[config.mk]
export PLATFORM = sky130hd
export DESIGN_NAME = weather_message_marker_counter_core_flat
export DESIGN_NICKNAME = d
export VERILOG_FILES = /design/src/wmc_pkg.sv /design/src/wmc_in_if.sv /design/src/wmc_out_if.sv /design/src/wmc_scan.sv /design/src/wmc_queue.sv /design/src/weather_message_marker_counter_core.sv /design/src/flat_wrapper.sv
export SDC_FILE = /design/constraint.sdc
export NUM_CORES = 1
export LEC_CHECK = 0
export ABC_CLOCK_PERIOD_IN_PS = 26400
export BUFFER_PORTS_ARGS = -buffer_cell sky130_fd_sc_hd__clkbuf_2
export CAP_MARGIN = 20
export CELL_PAD_IN_SITES_DETAIL_PLACEMENT = 1
export CELL_PAD_IN_SITES_GLOBAL_PLACEMENT = 1
export CORE_ASPECT_RATIO = 0.5
export CORE_MARGIN = 8
export CORE_UTILIZATION = 30
export DETAILED_ROUTE_END_ITERATION = 6
export PLACE_DENSITY_LB_ADDON = 0.1
export SLEW_MARGIN = 20
export SYNTH_ARGS = -nofsm -noshare
export SYNTH_HDL_FRONTEND = slang
export SYNTH_HIERARCHICAL = 1
export SYNTH_SLANG_ARGS = --single-unit
export TNS_END_PERCENT = 20
[constraint.sdc]
create_clock -name clk -period 26.4 [get_ports clk]
set_clock_uncertainty 0.2 [all_clocks]
set_input_delay 5.28 -clock clk [delete_from_list [all_inputs] [get_ports clk]]
set_output_delay 5.28 -clock clk [all_outputs]
set_load 0.02 [all_outputs]
[src/wmc_pkg.sv]
// Package for the weather message marker counter.
// Holds marker constants, message type codes and the result entry types.
// No dependencies.
`default_nettype none

package wmc_pkg;

  localparam int NUM_TYPES      = 3;
  localparam int MARKER_LEN     = 4;
  localparam int LEN_BYTES      = 3;
  localparam int OUT_COUNT_BITS = 20;
  localparam int LENGTH_BITS    = 24;
  localparam int SUM_BITS       = 32;

  localparam logic KIND_RECORD  = 1'b0;
  localparam logic KIND_SUMMARY = 1'b1;

  typedef enum logic [1:0] {
    MSG_GRIB = 2'd0,
    MSG_BUFR = 2'd1,
    MSG_BLOK = 2'd2
  } msg_type_t;

  // Work for one accepted byte: an optional record and an optional summary.
  typedef struct packed {
    logic                      has_rec;
    logic                      has_sum;
    logic [1:0]                msg_type;
    logic [LENGTH_BITS-1:0]    msg_len;
    logic [OUT_COUNT_BITS-1:0] grib_count;
    logic [OUT_COUNT_BITS-1:0] bufr_count;
    logic [OUT_COUNT_BITS-1:0] blok_count;
    logic [SUM_BITS-1:0]       length_sum;
    logic                      too_short;
  } entry_t;

  function automatic logic [7:0] marker_char(input msg_type_t kind, input logic [1:0] pos);
    logic [31:0] word;
    unique case (kind)
      MSG_GRIB: word = "GRIB";
      MSG_BUFR: word = "BUFR";
      MSG_BLOK: word = "BLOK";
      default:  word = '0;
    endcase
    unique case (pos)
      2'd0:    return word[31:24];
      2'd1:    return word[23:16];
      2'd2:    return word[15:8];
      default: return word[7:0];
    endcase
  endfunction

endpackage

`default_nettype wire

[src/wmc_in_if.sv]
// Byte input channel of the weather message marker counter.
// Depends on nothing beyond the valid/ready handshake.
`default_nettype none

interface wmc_in_if;
  logic       valid;
  logic       ready;
  logic [7:0] data_byte;
  logic       end_of_stream;

  modport source (output valid, output data_byte, output end_of_stream, input ready);
  modport sink (input valid, input data_byte, input end_of_stream, output ready);
endinterface

`default_nettype wire

[src/wmc_out_if.sv]
// Result channel of the weather message marker counter.
// Depends on wmc_pkg for field widths.
`default_nettype none

interface wmc_out_if import wmc_pkg::*; ();
  logic                      valid;
  logic                      ready;
  logic                      record_kind;
  logic [1:0]                message_type;
  logic [LENGTH_BITS-1:0]    body_length;
  logic                      odd_length;
  logic [OUT_COUNT_BITS-1:0] grib_count;
  logic [OUT_COUNT_BITS-1:0] bufr_count;
  logic [OUT_COUNT_BITS-1:0] blok_count;
  logic [SUM_BITS-1:0]       length_sum;
  logic                      too_short;
  logic                      last_result;

  modport source (
    output valid, output record_kind, output message_type, output body_length,
    output odd_length, output grib_count, output bufr_count, output blok_count,
    output length_sum, output too_short, output last_result, input ready
  );
  modport sink (
    input valid, input record_kind, input message_type, input body_length,
    input odd_length, input grib_count, input bufr_count, input blok_count,
    input length_sum, input too_short, input last_result, output ready
  );
endinterface

`default_nettype wire

[src/wmc_scan.sv]
// Scanner: marker matchers, length capture, counters and running total.
// Depends on wmc_pkg; produces at most one entry_t per accepted byte.
`default_nettype none

module wmc_scan import wmc_pkg::*; #(
  parameter int COUNT_BITS       = 20,
  parameter int MIN_STREAM_BYTES = 10
) (
  input  wire logic       clk,
  input  wire logic       rst,
  input  wire logic       accept,
  input  wire logic [7:0] data_byte,
  input  wire logic       end_of_stream,
  output entry_t          entry,
  output logic            entry_valid
);

  localparam int SEEN_BITS = $clog2(MIN_STREAM_BYTES + 1);

  logic [1:0]             prog       [NUM_TYPES];
  logic [1:0]             prog_next  [NUM_TYPES];
  logic [COUNT_BITS-1:0]  counts     [NUM_TYPES];
  logic [COUNT_BITS-1:0]  counts_next[NUM_TYPES];
  logic [31:0]            cnt_wide   [NUM_TYPES];
  logic [NUM_TYPES-1:0]   done;
  logic [NUM_TYPES-1:0]   hit;
  logic [NUM_TYPES-1:0]   first_hit;
  logic [1:0]             phase, phase_next;
  logic [1:0]             pending, pending_next;
  logic [LENGTH_BITS-1:0] shift, shift_next;
  logic [LENGTH_BITS-1:0] cap;
  logic [SUM_BITS-1:0]    total, total_next;
  logic [SUM_BITS:0]      sum_wide;
  logic [SEEN_BITS-1:0]   seen, seen_next;
  logic                   short_stream;

  always_comb begin
    for (int t = 0; t < NUM_TYPES; t++) begin
      hit[t]       = data_byte == marker_char(msg_type_t'(t[1:0]), prog[t]);
      first_hit[t] = data_byte == marker_char(msg_type_t'(t[1:0]), 2'd0);
      done[t]      = hit[t] && (prog[t] == 2'(MARKER_LEN - 1));
    end
  end

  always_comb begin
    seen_next    = (seen < SEEN_BITS'(MIN_STREAM_BYTES)) ? seen + 1'b1 : seen;
    short_stream = seen_next < SEEN_BITS'(MIN_STREAM_BYTES);
    cap          = {shift[LENGTH_BITS-9:0], data_byte};
    sum_wide     = {1'b0, total} + {{(SUM_BITS + 1 - LENGTH_BITS){1'b0}}, cap};

    phase_next   = phase;
    pending_next = pending;
    shift_next   = shift;
    total_next   = total;
    counts_next  = counts;
    entry        = '0;

    if (phase != 2'd0) begin
      if (phase == 2'(LEN_BYTES)) begin
        entry.has_rec  = 1'b1;
        entry.msg_type = pending;
        entry.msg_len  = cap;
        total_next     = sum_wide[SUM_BITS] ? '1 : sum_wide[SUM_BITS-1:0];
        phase_next     = 2'd0;
        shift_next     = '0;
      end else begin
        phase_next = phase + 2'd1;
        shift_next = cap;
      end
    end

    for (int t = 0; t < NUM_TYPES; t++) begin
      if (hit[t]) begin
        prog_next[t] = prog[t] + 2'd1;
      end else begin
        prog_next[t] = first_hit[t] ? 2'd1 : 2'd0;
      end
    end

    if (|done) begin
      for (int t = 0; t < NUM_TYPES; t++) begin
        prog_next[t] = 2'd0;
        if (done[t]) begin
          counts_next[t] = (&counts[t]) ? counts[t] : counts[t] + 1'b1;
          pending_next   = t[1:0];
        end
      end
      phase_next = 2'd1;
      shift_next = '0;
    end

    for (int t = 0; t < NUM_TYPES; t++) begin
      cnt_wide[t] = 32'(counts_next[t]);
    end

    if (end_of_stream) begin
      entry.has_sum   = 1'b1;
      entry.too_short = short_stream;
      if (!short_stream) begin
        entry.grib_count = cnt_wide[MSG_GRIB][OUT_COUNT_BITS-1:0];
        entry.bufr_count = cnt_wide[MSG_BUFR][OUT_COUNT_BITS-1:0];
        entry.blok_count = cnt_wide[MSG_BLOK][OUT_COUNT_BITS-1:0];
        entry.length_sum = total_next;
      end
    end

    entry_valid = accept && (entry.has_rec || entry.has_sum);
  end

  always_ff @(posedge clk) begin
    if (rst || (accept && end_of_stream)) begin
      for (int t = 0; t < NUM_TYPES; t++) begin
        prog[t]   <= '0;
        counts[t] <= '0;
      end
      phase   <= '0;
      pending <= '0;
      shift   <= '0;
      total   <= '0;
      seen    <= '0;
    end else if (accept) begin
      prog    <= prog_next;
      counts  <= counts_next;
      phase   <= phase_next;
      pending <= pending_next;
      shift   <= shift_next;
      total   <= total_next;
      seen    <= seen_next;
    end
  end

endmodule

`default_nettype wire

[src/wmc_queue.sv]
// Two-entry result queue; each entry yields a record, a summary or both.
// Depends on wmc_pkg for entry_t.
`default_nettype none

module wmc_queue import wmc_pkg::*; (
  input  wire logic                      clk,
  input  wire logic                      rst,
  input  wire logic                      wr,
  input  wire entry_t                    wr_entry,
  output logic                           full,
  output logic                           out_valid,
  input  wire logic                      out_ready,
  output logic                           record_kind,
  output logic [1:0]                     message_type,
  output logic [LENGTH_BITS-1:0]         body_length,
  output logic                           odd_length,
  output logic [OUT_COUNT_BITS-1:0]      grib_count,
  output logic [OUT_COUNT_BITS-1:0]      bufr_count,
  output logic [OUT_COUNT_BITS-1:0]      blok_count,
  output logic [SUM_BITS-1:0]            length_sum,
  output logic                           too_short,
  output logic                           last_result
);

  entry_t     q [2];
  entry_t     head;
  logic       rd_ptr, wr_ptr;
  logic [1:0] count;
  logic       half;
  logic       show_sum;
  logic       take;
  logic       pop;

  assign head      = q[rd_ptr];
  assign full      = count[1];
  assign out_valid = count != 2'd0;
  assign show_sum  = !head.has_rec || half;
  assign take      = out_valid && out_ready;
  assign pop       = take && (show_sum || !head.has_sum);

  always_comb begin
    record_kind    = show_sum ? KIND_SUMMARY : KIND_RECORD;
    message_type   = '0;
    body_length    = '0;
    odd_length     = 1'b0;
    grib_count     = '0;
    bufr_count     = '0;
    blok_count     = '0;
    length_sum     = '0;
    too_short      = 1'b0;
    if (show_sum) begin
      grib_count = head.grib_count;
      bufr_count = head.bufr_count;
      blok_count = head.blok_count;
      length_sum = head.length_sum;
      too_short  = head.too_short;
    end else begin
      message_type   = head.msg_type;
      body_length    = head.msg_len;
      odd_length     = head.msg_len[0];
    end
    last_result = show_sum || !head.has_sum;
  end

  always_ff @(posedge clk) begin
    if (wr) begin
      q[wr_ptr] <= wr_entry;
    end
  end

  always_ff @(posedge clk) begin
    if (rst) begin
      rd_ptr <= 1'b0;
      wr_ptr <= 1'b0;
      count  <= '0;
      half   <= 1'b0;
    end else begin
      if (wr) begin
        wr_ptr <= !wr_ptr;
      end
      if (pop) begin
        rd_ptr <= !rd_ptr;
        half   <= 1'b0;
      end else if (take) begin
        half <= 1'b1;
      end
      count <= count + {1'b0, wr} - {1'b0, pop};
    end
  end

endmodule

`default_nettype wire

[src/weather_message_marker_counter_core.sv]
// Top level of the weather message marker counter.
// Depends on wmc_pkg, wmc_in_if, wmc_out_if, wmc_scan and wmc_queue.
//
//   channel  | direction | transaction
//   ---------+-----------+-------------------------------------------------
//   in_ch    | sink      | one stream byte with its end flag
//   out_ch   | source    | one message record or one end-of-stream summary
//
// One byte is taken per cycle while the queue is not full; its results enter a two-entry queue.
// A byte that ends a length and the stream gives two results, the record first and then the summary.
// in_ch.ready drops only while both queue entries are held.
// rst is synchronous and clears matchers, counters, total and the queue.
`default_nettype none

module weather_message_marker_counter_core import wmc_pkg::*; #(
  parameter int COUNT_BITS       = 20,
  parameter int MIN_STREAM_BYTES = 10
) (
  input wire logic  clk,
  input wire logic  rst,
  wmc_in_if.sink    in_ch,
  wmc_out_if.source out_ch
);

  entry_t entry;
  logic   entry_valid;
  logic   full;
  logic   accept;

  assign in_ch.ready = !full;
  assign accept      = in_ch.valid && !full;

  wmc_scan #(
    .COUNT_BITS      (COUNT_BITS),
    .MIN_STREAM_BYTES(MIN_STREAM_BYTES)
  ) u_scan (
    .clk          (clk),
    .rst          (rst),
    .accept       (accept),
    .data_byte    (in_ch.data_byte),
    .end_of_stream(in_ch.end_of_stream),
    .entry        (entry),
    .entry_valid  (entry_valid)
  );

  wmc_queue u_queue (
    .clk           (clk),
    .rst           (rst),
    .wr            (entry_valid),
    .wr_entry      (entry),
    .full          (full),
    .out_valid     (out_ch.valid),
    .out_ready     (out_ch.ready),
    .record_kind   (out_ch.record_kind),
    .message_type  (out_ch.message_type),
    .body_length   (out_ch.body_length),
    .odd_length    (out_ch.odd_length),
    .grib_count    (out_ch.grib_count),
    .bufr_count    (out_ch.bufr_count),
    .blok_count    (out_ch.blok_count),
    .length_sum    (out_ch.length_sum),
    .too_short     (out_ch.too_short),
    .last_result   (out_ch.last_result)
  );

endmodule

`default_nettype wire
[src/flat_wrapper.sv]
// flat-port wrapper written by rule: the top's interface ports become plain ports
module weather_message_marker_counter_core_flat import wmc_pkg::*;
#(
  parameter int COUNT_BITS       = 20,
  parameter int MIN_STREAM_BYTES = 10
)
  (clk, rst, in_ch_valid, in_ch_data_byte, in_ch_end_of_stream, in_ch_ready, out_ch_valid, out_ch_record_kind, out_ch_message_type, out_ch_body_length, out_ch_odd_length, out_ch_grib_count, out_ch_bufr_count, out_ch_blok_count, out_ch_length_sum, out_ch_too_short, out_ch_last_result, out_ch_ready);
  wmc_in_if in_ch_i ();
  wmc_out_if out_ch_i ();
  input wire logic clk;
  input wire logic rst;
  input wire logic [$bits(in_ch_i.valid)-1:0] in_ch_valid;
  input wire logic [$bits(in_ch_i.data_byte)-1:0] in_ch_data_byte;
  input wire logic [$bits(in_ch_i.end_of_stream)-1:0] in_ch_end_of_stream;
  output wire logic [$bits(in_ch_i.ready)-1:0] in_ch_ready;
  output wire logic [$bits(out_ch_i.valid)-1:0] out_ch_valid;
  output wire logic [$bits(out_ch_i.record_kind)-1:0] out_ch_record_kind;
  output wire logic [$bits(out_ch_i.message_type)-1:0] out_ch_message_type;
  output wire logic [$bits(out_ch_i.body_length)-1:0] out_ch_body_length;
  output wire logic [$bits(out_ch_i.odd_length)-1:0] out_ch_odd_length;
  output wire logic [$bits(out_ch_i.grib_count)-1:0] out_ch_grib_count;
  output wire logic [$bits(out_ch_i.bufr_count)-1:0] out_ch_bufr_count;
  output wire logic [$bits(out_ch_i.blok_count)-1:0] out_ch_blok_count;
  output wire logic [$bits(out_ch_i.length_sum)-1:0] out_ch_length_sum;
  output wire logic [$bits(out_ch_i.too_short)-1:0] out_ch_too_short;
  output wire logic [$bits(out_ch_i.last_result)-1:0] out_ch_last_result;
  input wire logic [$bits(out_ch_i.ready)-1:0] out_ch_ready;
  assign in_ch_i.valid = in_ch_valid;
  assign in_ch_i.data_byte = in_ch_data_byte;
  assign in_ch_i.end_of_stream = in_ch_end_of_stream;
  assign in_ch_ready = in_ch_i.ready;
  assign out_ch_valid = out_ch_i.valid;
  assign out_ch_record_kind = out_ch_i.record_kind;
  assign out_ch_message_type = out_ch_i.message_type;
  assign out_ch_body_length = out_ch_i.body_length;
  assign out_ch_odd_length = out_ch_i.odd_length;
  assign out_ch_grib_count = out_ch_i.grib_count;
  assign out_ch_bufr_count = out_ch_i.bufr_count;
  assign out_ch_blok_count = out_ch_i.blok_count;
  assign out_ch_length_sum = out_ch_i.length_sum;
  assign out_ch_too_short = out_ch_i.too_short;
  assign out_ch_last_result = out_ch_i.last_result;
  assign out_ch_i.ready = out_ch_ready;
  weather_message_marker_counter_core #(.COUNT_BITS(COUNT_BITS), .MIN_STREAM_BYTES(MIN_STREAM_BYTES)) u_core (.clk(clk), .rst(rst), .in_ch(in_ch_i), .out_ch(out_ch_i));
endmodule
# [Word level (Yosys, flattened, before mapping)]
# Memories as Yosys holds them, arrays and structs flattened. A register that Yosys moved wholly into a read port is not among the register bits.
# Index checks and enable logic that the tools add are counted.
[word_totals] reg_bits=127 latchBits=0 ram_bits=242 rom_bits=0 in_bits=13 output_inout_bits=124 elab_cells=124 n_memories=1
[mem_list] name="u_core.u_queue.q" depth=2 width=121 rd=1 rd_ports_with_merged_regs=1 write_ports=1 line="wmc_queue.sv:25" text="entry_t q [2];"
[classes] n_addsub=11 n_mul=0 div=0 magnitude_cmp=2 eq_ne=15 shift=0 n_mux=49 bitwise=0 n_reduce_logical=31
[op_table] operator="20-bit two-way mux" count=9
[op_table] operator="32-bit two-way mux" count=4
[op_table] operator="93-bit two-way mux" count=1
[op_table] operator="92-bit two-way mux" count=1
[op_table] operator="20-bit by 1-bit adder with 20-bit output, second input constant" count=3
[op_table] operator="60-bit two-way mux" count=1
[op_table] operator="20-bit AND reduction" count=3
[op_table] operator="26-bit two-way mux" count=2
[op_table] operator="16-bit two-way mux" count=3
[op_table] operator="32-bit by 24-bit adder with 33-bit output" count=1
[op_table] operator="5-bit one-hot mux with 3 select lines" count=2
[op_table] operator="24-bit two-way mux" count=1
[op_table] operator="2-bit two-way mux" count=10
[op_table] operator="8-bit by 7-bit equality test with 1-bit output, second input constant" count=2
[op_table] operator="8-bit equality test" count=2
[op_table] operator="2-bit equality test, second input constant" count=7
[op_table] operator="1-bit two-way mux" count=12
[op_table] operator="4-bit one-hot mux with 3 select lines" count=1
[op_table] operator="2-bit by 1-bit adder with 2-bit output, second input constant" count=4
[op_table] operator="8-bit by 7-bit equality test with 1-bit output" count=1
[op_table] operator="1-bit logical AND" count=8
[op_table] operator="4-bit < comparator, second input constant" count=2
[op_table] operator="2-bit by 1-bit equality test with 1-bit output, second input constant" count=3
[op_table] operator="2-bit zero test" count=3
[op_table] operator="13 further kinds" count=22

# [Logic depth before layout (Yosys ltp)]
# Gate-level depths: netlist of run 1.
[depth] word_depth=8 ltp_mapped=11 ltp_nobuf=10

# [By module]
# The synthesis of run 1 kept the hierarchy.
[modules_own_cells] module="wmc_queue" n_inst=1 cells_each=541 area_each_um2=9445.3 seq_area_each_um2=7387.1
[modules_own_cells] module="wmc_scan" n_inst=1 cells_each=1158 area_each_um2=8609.5 seq_area_each_um2=2442.3
[modules_own_cells] module="weather_message_marker_counter_core" n_inst=1 cells_each=2 area_each_um2=10.0 seq_area_each_um2=0.0

# [Least setup slack after synthesis of run 1]
# Ideal clock, no wire load.
[synth_timing] kind="input to register" startpoint="input port in_ch_valid" endpoint="memory u_core/u_queue/q[0][0] (netlist name), enable pin" setup_time_ns=0.617 arrival_time_ns=11.484 required_time_ns=25.583 path_slack_ns=14.099 path_stages=6 path_buffers=2 cell_sequence="nor2b_1 buf_2 inv_1 clkbuf_1 nor2_1 nor2b_1"
[synth_via] elab_chain_cells=4
[synth_rtl] element="start, declared" line="flat_wrapper.sv:12" text="input wire logic [$bits(in_ch_i.valid)-1:0] in_ch_valid;"
[synth_rtl] element="1-bit logical AND" line="weather_message_marker_counter_core.sv:31" text="assign accept = in_ch.valid && !full;"
[synth_rtl] element="1-bit logical AND" line="wmc_scan.sv:107" text="entry_valid = accept && (entry.has_rec || entry.has_sum);"
[synth_rtl] element="via u_core.entry_valid" line="weather_message_marker_counter_core.sv:26" text="logic entry_valid;"
[synth_rtl] element="1-bit two-way mux" line="wmc_queue.sv:66" text="if (wr) begin"
[synth_rtl] element="1-bit two-way mux (not written as such)" line="wmc_queue.sv:67" text="q[wr_ptr] <= wr_entry;"
[synth_rtl] element="end, declared" line="wmc_queue.sv:25"
# The timed path passes the listed nets, and every way through them passes these cells.

==> out/metrics.cfg, run 1 <==
[place]
gp_congestion = 0.7786
portBuffers = 136
hpwl_mm = 33.30
dpl_worst_slack_ns = 17.23

[critical_path]
path_class = reg -> out
required_ns = 20.92
cp-end-kind = output pin
cpLargestDelayFamily = buffers and inverters
cpMaxStageDelayCell = dfxtp_4
start_kind = flop
max_stage_delay_ns = 0.83
worst-path-stages = 6
r2r_slack_ns = 22.28
crit_arrival_ns = 3.89
reg2reg_to = u_core/u_queue/count[1]
cp_max_fo = 57
cp.buffers_inverters = 3
cp_cell_sequence = mux2i_1 > nor2_4 > buf_4 > inv_2 > nor2_1 > clkbuf_2
reg2reg_depth = 10

[run]
maxCapViolCount = 0

[sta]
rsz0062_at_grt = false
slew_headroom_pct = 28.23
fmax_mhz = 106.7
setup_viol = 0
finalWorstSetupSlack_ns = 17.03
worst_slew_pin_slew_ns = 1.076
fin_crit_sh_pct = 35.49
tns_ns = 0
finalHoldViolations = 0
fin_crit_ns = 9.370
finalMaxSlewViolations = 0

[route]
wl_per_cell_um = 18.51
vias = 12900
vias_per_cell = 4.888
drt-total-wl_mm = 48.85
drtAntennaViolNets = 0
drt_first_pass_iters = 4
drtIter0Drc = 493
drc = 0

[cts]
clkTransAtPathRegs_ns = 0.06
cts_hold_buf = 0
clk_latency_ns = 0.55
cts_buffers = 39
htree_levels = 2
cts_buffer_depth = 3
clockRootBuffer = clkbuf_16
post_cts_buffers = 0
cts_tree = done
ctsResizeCount = 0
clock_sinks = 370

[worst_hold_path]
holdPathEnd = u_core/u_scan/total[26]
whs_path_depth = 2
min_from = u_core/u_scan/total[26]
min_path_type = reg -> reg

[yosys]
ys.flop_type = edfxtp_1
synth.top_cells.by_count = 274 x nor2_1, 242 x edfxtp_1, 138 x mux2i_1, 128 x dfxtp_1, 118 x a21oi_1
synth_fp_nets = 1758
netlist-cell-type-count = 77
yosys_warnings = 6
synth.top_cells.by_area = edfxtp_1 40%, dfxtp_1 14%, mux2i_1 7.6%
synth_top_area_cell = edfxtp_1
syn_area_per_cell_um2 = 10.62
synth_edf_count = 242
ys_seq_area_share_pct = 54.41
syn_inst = 1701
synth-seq-cells = 370
yosysMostFrequentCell = nor2_1
synth_top_area_share_pct = 40.23
synthArstFlopShare_pct = 0
netlist_area_mm2 = 0.01806

[global_route]
met1_usage_pct = 18.38
top_usage_layer = met2
track_usage_pct = 13.92
grt_pass1_vias = 13280
grtUsageMet2_pct = 23.92
grt_pass1_wl_mm = 77.24
grt-ovfl-total = 0
antenna_found_initial = 0
grt_max_degree = 73
grt_use_met3_pct = 2.718

[layout]
fill_cells = 6586
nets = 1856
n_antenna_cell = 0
syn2layout_area_growth_pct = 14.88
drive_gt1_share_pct = 13.85

[pwr]
pwr_density_cell_mw_per_mm2 = 71.91
pwr-share-comb_pct = 17.0
power.internal_uw = 1068
p_leak_uw = 0.007235
switchingPower_uw = 424.0
pwr-share-seq_pct = 44.0
swShare_pct = 28.41
power_frac_clock_pct = 39.0
vdd_ir_drop_max_mv = 0.03416

[floorplanning]
pin_count = 137
die_w_um = 363.0
core-area_mm2 = 0.05936
die_height_um = 189.5
initial_utilization_pct = 30.43
rows = 63
die_area_mm2 = 0.06880

[outcome]
outcome = finished, final reports clean

-- placed cells by master (no fill, tap or decap), types with 8 or more instances in the layout --
cell type / n
and2_1: 34
nor3_1: 26
o21ai_0: 101
clkbuf_2: 136
nand2b_1: 8
clkbuf_16: 39
nor2_1: 273
nand3_1: 35
xor2_1: 39
edfxtp_1: 242
ha_1: 43
mux2i_1: 138
and4_1: 9
a21o_1: 12
xnor2_1: 42
o21bai_1: 9
a31oi_1: 12
a22o_1: 16
or3_1: 45
nand2_1: 98
a21oi_1: 117
and3_1: 18
nand4_1: 22
buf_4: 17
inv_1: 28
a211oi_1: 12
dfxtp_1: 127
-- cell type report --
cell class / count / area (um2) / area share [%]
Tap cell: 812 / 1016 / 4.895
Sequential cell: 370 / 9833 / 47.38
Clock buffer: 48 / 1030 / 4.962
Clock inverter: 21 / 296.5 / 1.429
Timing Repair Buffer: 153 / 808.3 / 3.895
Multi-Input combinational cell: 1206 / 7661 / 36.91
Inverter: 29 / 108.9 / 0.5245
-- registers in the layout, summed over array words and instances (netlist names), named ones only --
register	count
u_core/u_queue/half	1
u_core/u_scan/prog	6
u_core/u_queue/count	2
u_core/u_scan/shift	16
u_core/u_queue/q	242
u_core/u_scan/counts	60
u_core/u_scan/pending	2
u_core/u_scan/phase	2
u_core/u_queue/rd_ptr	1
u_core/u_scan/seen	4
u_core/u_scan/total	32
u_core/u_queue/wr_ptr	1
-- worst register-to-register path, cell delays in order, from the launching register on --
cell,delay (ns)
dfxtp_4,0.83
buf_4,0.70
buf_4,0.79
and4bb_4,0.36
nor3_4,0.23
ha_1,0.28
inv_1,0.06
ha_1,0.16
xor2_1,0.19
xnor2_1,0.14
nor2_1,0.05
-- how the worst max path moves through the flow --
| stage | from | end | slack [ns] |
|---|---|---|---|
| detailed placement | in_ch_data_byte[0] | u_core/u_queue/q[0][10] | 17.23 |
| global placement | in_ch_valid | u_core/u_queue/q[1][12] | 17.34 |
| floorplan | in_ch_valid | u_core/u_queue/q[0][0] | 14.10 |
| finish | flop | out_ch_body_length[0] | 17.03 |
| CTS | flop | out_ch_body_length[0] | 16.86 |
| global route | flop | out_ch_body_length[13] | 16.59 |
-- logic make-up after synthesis --
logic type | after synthesis | share of synthesized area [%]
AND/OR/NAND/NOR | 612 | 16.30
XOR/XNOR | 81 | 3.927
buffers and inverters | 125 | 3.401
adder cells (fa/ha/maj) | 44 | 3.089
AO/OA/AOI/OAI | 329 | 11.10
flip-flops | 370 | 54.41
multiplexers | 140 | 7.771
-- power by group through the flow --
stage               sequential [uW]  clock (uW)  combinational [uW]
floorplan                       664           0                 188
CTS                             658         604                 264
global route                    660         628                 279
global placement                669           0                 263
detailed placement              670           0                 263
finish                          657         582                 253
-- metal layers --
layer	routed length, um	vias to the layer above
met5	0	-
met4	589	0
met3	1604	45
met2	23370	93
met1	23290	6418
li1	-	6344
-- through the flow --
stage | std cells | power (uW) | cell area (um2) | hold slack, ns | util [%]
floorplan | 1701 | 852.3 | 18060 | 0.2456 | -
global placement | 2570 | 932.7 | 19420 | 0.2673 | 32.73
detailed placement | 2570 | 933.7 | 19420 | 0.2840 | 32.73
CTS | 2639 | 1526 | 20750 | 0.2931 | 34.96
global route | 2639 | 1567 | 20750 | 0.3151 | 34.96
finish | 2639 | 1492 | 20750 | 0.2881 | 34.96
Note: power is estimated with default switching activity, not from simulation.
==> run 2, diff against run 1 <==
--- a/config.mk
+++ b/config.mk
@@ -5,7 +5,8 @@
 export SDC_FILE = /design/constraint.sdc
 export NUM_CORES = 1
 export LEC_CHECK = 0
-export ABC_CLOCK_PERIOD_IN_PS = 26400
+export ABC_AREA = 1
+export ABC_CLOCK_PERIOD_IN_PS = 8900
 export BUFFER_PORTS_ARGS = -buffer_cell sky130_fd_sc_hd__clkbuf_2
 export CAP_MARGIN = 20
 export CELL_PAD_IN_SITES_DETAIL_PLACEMENT = 1
==> constraint.sdc (replaced) <==
create_clock -name clk -period 8.9 [get_ports clk]
set_clock_uncertainty 0.2 [all_clocks]
set_input_delay 1.78 -clock clk [delete_from_list [all_inputs] [get_ports clk]]
set_output_delay 1.78 -clock clk [all_outputs]
set_load 0.02 [all_outputs]
==> run 2 against run 1 <==
- sequential share of layout area shrank 3.9 points
- worst setup slack got worse by 14 ns
- wire length rose by 18%
- cell count is 33% higher
- via count is 25% higher
- die area up 9.5%
- critical path depth increased by 1
- sequential cell count unchanged
- first-iteration DRC count rose by 27%
- critical path type unchanged
- largest power group unchanged
- highest routed layer unchanged
==> out/metrics.cfg, run 2 <==
[sta]
fmax_mhz = 181.0
setup_viol = 0  ; unchanged
fin_crit_ns = 5.525
rsz0062_at_grt = false  ; unchanged
finalHoldViolations = 0  ; unchanged
tns_ns = 0  ; unchanged
fin_crit_sh_pct = 62.08
worst_slew_pin_slew_ns = 0.9764  ; was 1.076 ns
finalMaxSlewViolations = 0  ; unchanged
slew_headroom_pct = 34.75  ; was 28.23%

[layout]
final_common_cell = nand2_1  ; was nor2_1
drive_gt1_share_pct = 11.89  ; was 13.85%
nets = 2642  ; was 1,856
syn2layout_area_growth_pct = 13.58  ; was 14.88%
final_cell_mix = 765 x nand2_1, 309 x inv_1, 262 x nor2_1  ; was 273 x nor2_1, 242 x edfxtp_1, 138 x mux2i_1
top_register = u_core/u_queue/q  ; unchanged
reg_top3 = u_core/u_queue/q: 242 flops, u_core/u_scan/counts: 60 flops, u_core/u_scan/total: 32 flops  ; unchanged
n_antenna_cell = 0  ; unchanged
largest_register_ffs = 242  ; unchanged

[pwr]
p_leak_uw = 0.01003  ; was 0.007235 uW
power_uw = 5483  ; was 1492 uW
switchingPower_uw = 2000  ; was 424.0 uW
power_frac_clock_pct = 31.5  ; was 39.0%
pwr-share-comb_pct = 29.4  ; was 17.0%
pwr-share-seq_pct = 39.1  ; was 44.0%
pwr_density_cell_mw_per_mm2 = 242.7  ; was 71.91 mW/mm2
swShare_pct = 36.48  ; was 28.41%
power.internal_uw = 3483  ; was 1068 uW
vdd_ir_drop_max_mv = 0.1104  ; was 0.03416 mV

[critical_path]
required_ns = 6.92  ; was 20.92 ns
crit_arrival_ns = 3.55  ; was 3.89 ns
reg2reg_depth = 9  ; was 10
path_class = reg -> out  ; unchanged
cp_max_fo = 63  ; was 57
start_kind = flop  ; unchanged
cp-end-kind = output pin  ; unchanged

[run]
maxCapViolCount = 0  ; unchanged

[yosys]
syn_inst = 2498  ; was 1,701
netlist_area_mm2 = 0.01989  ; was 0.01806 mm2
netlist-cell-type-count = 43  ; was 77
yosys_warnings = 6  ; unchanged
yosysMostFrequentCell = nand2_1  ; was nor2_1
synth.top_cells.by_count = 766 x nand2_1, 312 x inv_1, 264 x nor2_1, 242 x edfxtp_1, 145 x o21ai_0  ; was 274 x nor2_1, 242 x edfxtp_1, 138 x mux2i_1, 128 x dfxtp_1, 118 x a21oi_1
ys.flop_type = edfxtp_1  ; unchanged
syn_area_per_cell_um2 = 7.964  ; was 10.62 um2
synthArstFlopShare_pct = 0  ; unchanged
synth_top_area_share_pct = 36.53  ; was 40.23%
synth.top_cells.by_area = edfxtp_1 37%, nand2_1 14%, dfxtp_1 13%  ; was edfxtp_1 40%, dfxtp_1 14%, mux2i_1 7.6%
synth_top_area_cell = edfxtp_1  ; unchanged
synth_fp_nets = 2555  ; was 1,758
ys_seq_area_share_pct = 49.41  ; was 54.41%
synth-seq-cells = 370  ; unchanged
synth_edf_count = 242  ; unchanged

[route]
drt-total-wl_mm = 57.75  ; was 48.85 mm
vias_per_cell = 4.593  ; was 4.888
drtAntennaViolNets = 0  ; unchanged
drtIter0Drc = 628  ; was 493
vias = 16070  ; was 12,900
drc = 0  ; unchanged
wl_per_cell_um = 16.50  ; was 18.51 um
drt_first_pass_iters = 4  ; unchanged

[cts]
clockRootBuffer = clkbuf_16  ; unchanged
clkTransAtPathRegs_ns = 0.06  ; about the same
cts_buffer_depth = 3  ; unchanged
clock_sinks = 370  ; unchanged
htree_levels = 2  ; unchanged
post_cts_buffers = 0  ; unchanged
ctsResizeCount = 0  ; unchanged
cts_tree = done  ; unchanged
clk_latency_ns = 0.55  ; about the same
cts_hold_buf = 0  ; unchanged
cts_buffers = 39  ; unchanged

[worst_hold_path]
min_path_type = reg -> reg  ; unchanged
whs_path_depth = 1  ; was 2

[floorplanning]
core-area_mm2 = 0.06532  ; was 0.05936 mm2
rows = 66  ; was 63
initial_utilization_pct = 30.45  ; was 30.43%
die_w_um = 380.2  ; was 363.0 um
die_height_um = 198.1  ; was 189.5 um
die_area_mm2 = 0.07531  ; was 0.06880 mm2
pin_count = 137  ; unchanged

[global_route]
grt_pass1_vias = 17110  ; was 13,280
grt-ovfl-total = 0  ; unchanged
antenna_found_initial = 1  ; was 0
grt_pass1_wl_mm = 94.47  ; was 77.24 mm
grt_max_degree = 122  ; was 73
track_usage_pct = 15.32  ; was 13.92%

[place]
portBuffers = 136  ; unchanged
gp_congestion = 0.8327  ; was 0.7786
hpwl_mm = 40.43  ; was 33.30 mm

[outcome]
outcome = finished, final reports clean  ; unchanged

## run 2: cell type report
class                   count  area [um2]
fillers                  7850       42730
well taps                 884        1106
clock buffers              53        1142
inverters                 319        1205
multi-input cells        1705        8307
repair buffers            150       798.3
flip-flops and latches    370        9833
clock inverters            18       202.7
## run 2: power groups by stage
stage                     Combinational [uW]  Clock [uW]  Sequential [uW]
after CTS                               1680        1800             2150
final                                   1610        1730             2140
after floorplan                         1200           0             2140
after detailed placement                1680           0             2180
after global routing                    1840        1860             2170
after global placement                  1660           0             2180
## run 2: logic make-up after synthesis
group	count (synthesis)	synth area share (%)
xor gates and xnor gates	71	3.352
and+or+nand+nor	1265	26.54
DFF	370	49.41
AOI/OAI and AO/OA	325	8.894
buffers and inverters	423	8.994
adders and majority gates	44	2.805
## run 2: routing by layer
layer	share of wire, %	GRT usage, %	routed length [um]	up-vias
met5	0	0	0	-
met2	47	27.04	27150	120
met1	49	20.11	28240	7743
met4	1.6	2.933	934	0
met3	2.5	2.258	1426	59
li1	-	-	-	8150
## run 2: critical path, cell delays in order (launching register included)
cell,delay (ns)
dfxtp_4,0.57
buf_4,0.47
nand2_1,0.21
nand2_4,0.68
buf_4,0.63
nand2_1,0.12
inv_1,0.09
clkbuf_2,0.17
## run 2: through the flow
| step | instance area (um2) | instances | setup slack, ns | hold slack, ns | util [%] |
|---|---|---|---|---|---|
| after floorplan | 19890 | 2498 | 0.3204 | 0.2395 | - |
| after global placement | 21250 | 3428 | 3.757 | 0.2729 | 32.53 |
| after detailed placement | 21250 | 3428 | 3.724 | 0.2818 | 32.53 |
| after CTS | 22590 | 3499 | 3.153 | 0.2951 | 34.59 |
| after global routing | 22590 | 3499 | 2.921 | 0.3261 | 34.59 |
| final | 22590 | 3499 | 3.375 | 0.2869 | 34.59 |
## run 2: final timing paths
check                                       startpoint  slack [ns]                 endpoint
worst max-delay path                              flop        3.37    out_ch_length_sum[18]
worst min-delay path             u_core/u_scan/seen[0]        0.29    u_core/u_scan/seen[0]
worst min register to register   u_core/u_scan/seen[0]        0.29    u_core/u_scan/seen[0]
worst max register to register  u_core/u_scan/phase[0]        5.26  u_core/u_queue/q[0][19]
==> run 3, diff against run 2 <==
--- a/config.mk
+++ b/config.mk
@@ -6,7 +6,7 @@
 export NUM_CORES = 1
 export LEC_CHECK = 0
 export ABC_AREA = 1
-export ABC_CLOCK_PERIOD_IN_PS = 8900
+export ABC_CLOCK_PERIOD_IN_PS = 5300
 export BUFFER_PORTS_ARGS = -buffer_cell sky130_fd_sc_hd__clkbuf_2
 export CAP_MARGIN = 20
 export CELL_PAD_IN_SITES_DETAIL_PLACEMENT = 1
==> constraint.sdc (replaced) <==
create_clock -name clk -period 5.3 [get_ports clk]
set_clock_uncertainty 0.2 [all_clocks]
set_input_delay 1.06 -clock clk [delete_from_list [all_inputs] [get_ports clk]]
set_output_delay 1.06 -clock clk [all_outputs]
set_load 0.02 [all_outputs]
==> run 3 against run 2 <==
- the run now ends with design-rule violations left
- worst setup slack got worse by 2.3 ns
- highest routed layer unchanged
- register-to-register slack got worse by 3.3 ns
- sequential cell count did not move
- largest cell class unchanged
- first-iteration DRC count rose by 23%
- cell count barely moved
- critical path type unchanged
- worst hold slack improved by 0.00074 ns
- sequential share of layout area rose by 0.11 points
- core utilization fell by 0.084 points
- critical path depth fell by 1
- die area did not move
- design area fell by 0.24%
==> out/metrics.cfg, run 3 (same netlist as run 2, synthesis figures left out) <==
[run]
maxCapViolCount = 0  ; unchanged

[global_route]
met1_usage_pct = 20.15  ; was 20.11%
grt_use_met3_pct = 2.258  ; unchanged
grt-ovfl-total = 0  ; unchanged
top_usage_layer = met2  ; unchanged
antenna_found_initial = 2  ; was 1
track_usage_pct = 15.28  ; was 15.32%
grt_pass1_vias = 17040  ; was 17,110
grtUsageMet2_pct = 26.69  ; was 27.04%
grt_pass1_wl_mm = 94.39  ; was 94.47 mm
grt_max_degree = 187  ; was 122

[pwr]
pwr_density_cell_mw_per_mm2 = 400.3  ; was 242.7 mW/mm2
pwr-share-comb_pct = 30.3  ; was 29.4%
power_frac_clock_pct = 29.6  ; was 31.5%
power.internal_uw = 5662  ; was 3483 uW
pwr-share-seq_pct = 40.1  ; was 39.1%
swShare_pct = 37.24  ; was 36.48%
switchingPower_uw = 3360  ; was 2000 uW
vdd_ir_drop_max_mv = 0.1981  ; was 0.1104 mV
p_leak_uw = 0.009995  ; was 0.01003 uW

[layout]
syn2layout_area_growth_pct = 13.30  ; was 13.58%
nets = 2645  ; was 2,642
layout.cells.non_filler = 3502  ; was 3,499
reg_top3 = u_core/u_queue/q: 242 flops, u_core/u_scan/counts: 60 flops, u_core/u_scan/total: 32 flops  ; unchanged
drive_gt1_share_pct = 11.65  ; was 11.89%
final_cell_mix = 765 x nand2_1, 310 x inv_1, 262 x nor2_1  ; was 765 x nand2_1, 309 x inv_1, 262 x nor2_1
largest_register_ffs = 242  ; unchanged
utilization_pct = 34.51  ; was 34.59%
n_antenna_cell = 0  ; unchanged
fin_area_mm2 = 0.02254  ; was 0.02259 mm2
top_register = u_core/u_queue/q  ; unchanged
final_common_cell = nand2_1  ; unchanged

[route]
drt_first_pass_iters = 7  ; was 4
vias = 16000  ; was 16,070
wl_per_cell_um = 16.47  ; was 16.50 um
drt-total-wl_mm = 57.69  ; was 57.75 mm
drc = 1  ; was 0
vias_per_cell = 4.569  ; was 4.593
drtIter0Drc = 773  ; was 628
drtAntennaViolNets = 0  ; unchanged

[cts]
cts_tree = done  ; unchanged
cts_buffer_depth = 3  ; unchanged
ctsResizeCount = 0  ; unchanged
clkTransAtPathRegs_ns = 0.06  ; about the same
post_cts_buffers = 0  ; unchanged
clockRootBuffer = clkbuf_16  ; unchanged
clock_sinks = 370  ; unchanged
cts_buffers = 39  ; unchanged
clk_latency_ns = 0.56  ; was 0.55 ns
htree_levels = 2  ; unchanged
cts_hold_buf = 0  ; unchanged

[worst_hold_path]
whs_path_depth = 1  ; unchanged
min_path_type = reg -> reg  ; unchanged
holdPathEnd = u_core/u_scan/seen[0]  ; unchanged
min_from = u_core/u_scan/seen[0]  ; unchanged

[sta]
rsz0062_at_grt = false  ; unchanged
fin_crit_ns = 4.215
tns_ns = 0  ; unchanged
fin_crit_sh_pct = 79.52
setup_viol = 0  ; unchanged
finalHoldViolations = 0  ; unchanged
finalMaxSlewViolations = 0  ; unchanged
slew_headroom_pct = 29.07  ; was 34.75%
fmax_mhz = 237.3
worst_slew_pin_slew_ns = 1.064  ; was 0.9764 ns

[critical_path]
cp_max_fo = 74  ; was 63
reg2reg_depth = 9  ; unchanged
r2r_slack_ns = 2.00  ; was 5.26 ns
crit_arrival_ns = 2.95  ; was 3.55 ns
crit_top_cell = nand2_1
reg2reg_to = u_core/u_queue/q[0][12]  ; was u_core/u_queue/q[0][19]
cpLargestDelayFamily = simple AND/OR/NAND/NOR gates  ; was buffers and inverters
cp_cell_sequence = nand2_1 > nand2_4 > buf_4 > nand2_1 > inv_1 > clkbuf_2  ; was buf_4 > nand2_1 > nand2_4 > buf_4 > nand2_1 > inv_1 > clkbuf_2
start_kind = flop  ; unchanged
reg2reg_from = u_core/u_scan/phase[0]  ; unchanged
cp-end-kind = output pin  ; unchanged
max_stage_delay_ns = 0.71  ; was 0.68 ns
required_ns = 4.04  ; was 6.92 ns
cp.buffers_inverters = 3  ; was 4
path_class = reg -> out  ; unchanged
cpMaxStageDelayCell = dfxtp_4  ; was nand2_4

[floorplanning]
die_height_um = 198.1  ; unchanged
initial_utilization_pct = 30.45  ; unchanged
core-area_mm2 = 0.06532  ; unchanged
pin_count = 137  ; unchanged
rows = 66  ; unchanged
die_w_um = 380.2  ; unchanged
die_area_mm2 = 0.07531  ; unchanged

[place]
placed_cells = 3431  ; was 3,428
hpwl_mm = 40.12  ; was 40.43 mm
portBuffers = 136  ; unchanged
placed_area_mm2 = 0.02132  ; was 0.02125 mm2
gp_congestion = 0.8226  ; was 0.8327

[outcome]
violations = design-rule violations
outcome = finished, violations left  ; was finished, final reports clean

[run 3: cell count changes in the layout (fill, tap and decap cells not counted), moves of 2 or more]
| cell | delta |
|---|---|
| clkbuf_8 | -2 |
| clkbuf_1 | +6 |
| bufinv_16 | -3 |
| clkinv_1 | +2 |
| buf_12 | +4 |
[run 3: worst max path at each step]
stage / start / endpoint / slack [ns] / cells after the start
2_1_floorplan: in_ch_valid / u_core/u_queue/q[1][0] / 0.21 / 8
3_3_place_gp: in_ch_data_byte[0] / u_core/u_queue/q[0][12] / 1.32 / 13
3_5_place_dp: in_ch_data_byte[0] / u_core/u_queue/q[0][12] / 1.26 / 13
4_1_cts: flop / out_ch_grib_count[1] / 0.90 / 6
5_1_grt: flop / out_ch_grib_count[1] / 0.72 / 6
6_report: flop / out_ch_grib_count[1] / 1.09 / 6
[run 3: metrics by stage]
step	setup slack (ns)	hold WS [ns]	power [uW]
final	1.085	0.2877	9022
after global routing	0.7153	0.3203	9657
after CTS	0.9048	0.2885	9248
after detailed placement	1.258	0.2720	6510
after global placement	1.325	0.2668	6481
after floorplan	0.2150	0.2395	5603
[run 3: final cells by class]
cell class | instances | area [um2]
tap | 884 | 1106
timing repair buffer | 153 | 870.8
clock buffer | 56 | 1112
inverter | 319 | 1207
sequential | 370 | 9833
clock inverter | 15 | 102.6
fill | 7889 | 42780
multi-input combinational | 1705 | 8307
[run 3: routing by layer]
metal  vias up  share of wire (%)
met3        65                2.7
met4         0                1.9
met5         -                  0
li1       8167                  -
met1      7644                 49
met2       125                 47
[run 3: power by group through the flow]
stage               sequential [uW]  clock (uW)  combinational [uW]
finish                         3620        2670                2730
CTS                            3630        2790                2830
detailed placement             3680           0                2830
floorplan                      3580           0                2020
global placement               3680           0                2800
global route                   3660        2900                3100
